$ cat config.mk
export PLATFORM = sky130hd
export DESIGN_NAME = bmg_scale
export DESIGN_NICKNAME = d
export VERILOG_FILES = /design/src/hw/rtl/bmg_scale.sv
export SDC_FILE = /design/constraint.sdc
export NUM_CORES = 1
export LEC_CHECK = 0
export BUFFER_PORTS_ARGS = -buffer_cell sky130_fd_sc_hd__buf_2
export CAP_MARGIN = 0
export CORE_MARGIN = 2
export CORE_UTILIZATION = 30
export DETAILED_ROUTE_END_ITERATION = 7
export GPL_ROUTABILITY_DRIVEN = 0
export GPL_TIMING_DRIVEN = 0
export PLACE_DENSITY = 0.47
export RECOVER_POWER = 100
export SLEW_MARGIN = 0
export SYNTH_ARGS = -nofsm -noshare
export SYNTH_HDL_FRONTEND = slang
export SYNTH_SLANG_ARGS = --single-unit
$ cat constraint.sdc
create_clock -name clk -period 10.7 [get_ports clk]
set_input_delay 2.14 -clock clk [delete_from_list [all_inputs] [get_ports clk]]
set_output_delay 2.14 -clock clk [all_outputs]
set_load 0.02 [all_outputs]
$ cat src/hw/rtl/bmg_scale.sv
`timescale 1ns / 1ps
// Output scaling: r times trig magnitude, round, sign, saturate. Two stages.
// Depends on bmg_pkg.
module bmg_scale #(
	parameter int OUT_FRAC_BITS = 12
) (
	input  logic               clk,
	input  logic [19:0]        r,
	input  logic [30:0]        mag,
	input  logic               neg,
	output logic signed [15:0] z
);
	localparam int Sh = 46 - OUT_FRAC_BITS;
	logic [50:0] p_s1;
	logic        n_s1;
	logic [50:0] v;
	always_comb v = (p_s1 + (51'd1 << (Sh - 1))) >> Sh;
	always_ff @(posedge clk) begin
		p_s1 <= 51'(r) * 51'(mag);
		n_s1 <= neg;
		if (!n_s1)
			z <= (v > 51'd32767) ? 16'sd32767 : 16'(v);
		else
			z <= (v > 51'd32768) ? 16'sh8000 : 16'(17'h10000 - 17'(v));
	end
endmodule

==> flow_metrics.py <==
metrics = {
    "run_status": {
        "run_status": "complete, no violations",
    },
    "sta": {
        "tightestPinTransition_ps": 1224,
        "period_needed_ps": 10090,
        "setup_viol": 0,
        "drv_slew": 0,
        "rsz0062_at_grt": "no",
        "fmax_mhz": 99.10,
        "min_period_over_period": 0.9430,
        "skew_ps": 4.694,
        "maxSlewHeadroom": 0.1841,
        "hold_violations": 0,
        "tns_ps": 0,
    },
    "worst_hold_path": {
        "hold_start": "p_s1[42]$_DFF_P_",
        "hold_class": "reg2reg",
        "min_to": "z[8]$_DFF_P_",
        "whs_path_depth": 2,
    },
    "setup_path": {
        "r2r_slack_ps": 7220,
        "r2r_start": "p_s1[33]$_DFF_P_",
        "arrival_ps": 10250,
        "critPathKind": "in2reg",
        "cp_common_cell": "fa_1",
        "cp-start-kind": "input pin",
        "r2r_cells": 13,
        "slowest_stage": "clkbuf_1",
        "crit_fanout": 10,
        "path_buf_inv": 7,
        "cp_top_family": "adder cells",
        "r2r_end": "z[10]$_DFF_P_",
        "crit_required_ps": 10860,
        "end_kind": "flop",
        "cpPeakStageDelay_ps": 740,
    },
    "synth": {
        "synthesis.area_um2": 20400,
        "seq_area_frac_synth": 0.03435,
        "ys_ff_latch": 35,
        "ys_types": 52,
        "syn_inst": 2289,
        "avgSynthCellArea_um2": 8.912,
        "synth_fp_nets": 3021,
        "yosysWarnings": 0,
    },
    "cts": {
        "htreeDepth": 2,
        "clk_latency_ps": 280,
        "cts_setup_buffers": 0,
        "numCtsBuffers": 5,
        "cts.path.max_buffers": 2,
        "cts_sinks": 35,
        "ctsHoldBuffers": 0,
        "cts_resized": 0,
        "root_buffer": "clkbuf_16",
        "tritoncts": "built",
        "clk_pin_slew_worst_paths_ps": 60,
    },
    "floorplan": {
        "die-area_um2": 70100,
        "start_util": 0.3032,
        "core_um2": 67280,
        "rows": 95,
        "die_w_um": 264.8,
        "die_h_um": 264.8,
        "ioPinCount": 69,
    },
    "global_route": {
        "overflow": 0,
        "grt_pass1_vias": 16970,
        "grt_first_pass_wirelength_um": 105500,
        "antenna_found_initial": 4,
        "track_usage": 0.2045,
        "grt_max_degree": 13,
    },
    "finish": {
        "layout_common_cells": "inv_1 (565), fa_1 (517), nand2_1 (363)",
        "fillCellCount": 7146,
        "final_common_cell": "inv_1",
        "fin_nets": 3067,
        "layout-drive-gt1-share": 0.01541,
        "synthToLayoutAreaGrowth_pct": 6.882,
    },
    "detailed_routing": {
        "via_count": 15230,
        "via_per_inst": 4.742,
        "drc": 0,
        "wl_per_cell_um": 21.58,
        "drt_iter0_drc": 896,
        "ant_nets": 0,
        "dr.pass1.iters": 5,
        "drt-total-wl_um": 69290,
    },
    "flow_run": {
        "drv_cap": 0,
    },
    "placement": {
        "hpwlAfterDp_um": 57830,
        "port-buffer-count": 39,
    },
}
## logic make-up (layout without fill, tap and decap cells)
logic type	count (synthesis)	after routing	share of synthesized area
other	0	2	0
buffers and inverters	691	738	0.1274
AND/OR/NAND/NOR	726	726	0.1763
multiplexers	4	4	0.001963
XOR/XNOR	40	40	0.01754
flip-flops	35	35	0.03435
AO/OA/AOI/OAI	114	114	0.03570
adder cells (fa/ha/maj)	679	679	0.6067
## synthesized netlist by cell type, drive strengths merged
master  instances  area share
a211o           1     0.00043
a211oi          3      0.0011
a21boi          2     0.00074
a21o           19      0.0070
a21oi          27      0.0066
a22oi           9      0.0033
a31o            3      0.0013
a31oi           4      0.0012
a41oi           1     0.00043
and2          284       0.087
and3           14      0.0043
and4            2     0.00086
buf             3     0.00080
clkbuf        123       0.023
dfxtp          35       0.034
fa            517        0.51
ha            162       0.099
inv           565        0.10
mux2i           4      0.0020
nand2         363       0.067
nand2b          3     0.00092
nand3          19      0.0049
nand3b          2     0.00074
nand4          10      0.0034
nor2           15      0.0033
nor2b           1     0.00031
nor3            5      0.0012
nor4            4      0.0012
o211a           1     0.00049
o211ai          6      0.0022
o21a            2     0.00074
o21ai          29      0.0071
o21bai          1     0.00037
o311ai          1     0.00043
o31ai           2     0.00074
o32a            1     0.00049
o41a            1     0.00055
o41ai           1     0.00043
or3             2     0.00061
or4             2     0.00074
xnor2          22      0.0098
xor2           18      0.0077
## routing by layer
metal | routed length, um | global-route usage | up-vias
li1 | - | - | 6701
met1 | 29780 | 0.2674 | 7983
met2 | 33300 | 0.3501 | 442
met3 | 4216 | 0.03623 | 97
met4 | 1981 | 0.05207 | 4
met5 | 23 | 0 | -
## stage by stage
| step | hold slack (ps) | utilization | std cells | cell area (um^2) | worst slack, ps |
|---|---|---|---|---|---|
| 4_1_cts | 679.3 | 0.3245 | 3209 | 21830 | 567.7 |
| 3_3_place_gp | 708.7 | 0.3224 | 3201 | 21690 | 282.2 |
| 5_1_grt | 727.2 | 0.3240 | 3210 | 21800 | 132.7 |
| 2_1_floorplan | 606.3 | - | 2289 | 20400 | 2432 |
| 6_report | 686.6 | 0.3241 | 3211 | 21800 | 609.4 |
| 3_5_place_dp | 663.2 | 0.3224 | 3201 | 21690 | 298.5 |
## worst max path at each step
stage | start | slack, ps | cells after the start | to
6_report | r[12] | 610 | 26 | p_s1[46]$_DFF_P_
5_1_grt | r[12] | 130 | 26 | p_s1[46]$_DFF_P_
4_1_cts | r[4] | 570 | 25 | p_s1[46]$_DFF_P_
3_5_place_dp | r[4] | 300 | 25 | p_s1[46]$_DFF_P_
3_3_place_gp | r[4] | 280 | 25 | p_s1[46]$_DFF_P_
2_1_floorplan | r[11] | 2430 | 25 | p_s1[46]$_DFF_P_
## state kept, by name, summed over array words and instances (netlist names)
name,flops
n_s1,1
p_s1,18
z,16
## layout make-up
cell class / instances / area, um^2 / area share
Timing Repair Buffer: 39 / 173.9 / 0.007977
Clock inverter: 3 / 20.02 / 0.0009182
Multi-Input combinational cell: 1563 / 17090 / 0.7839
Sequential cell: 35 / 700.7 / 0.03214
Tap cell: 873 / 1092 / 0.05010
Inverter: 565 / 2121 / 0.09727
Antenna cell: 2 / 5.005 / 0.0002295
Buffer: 126 / 473.0 / 0.02169
Clock buffer: 5 / 125.1 / 0.005739
## worst reg2reg max path, cell delays in order (launching register included)
cell	delay [ps]
dfxtp_1	420
ha_1	260
nand3_1	220
nor2_1	270
and2_0	160
clkbuf_1	340
mux2i_1	250
nand2b_1	90
o21ai_0	160
and3_1	260
a31o_2	230
clkbuf_1	390
o21ai_0	160
a22oi_1	210
Power is left out: the tool's default activity adds up to more than one toggle a clock period on the data nets, which glitch-free logic cannot reach.
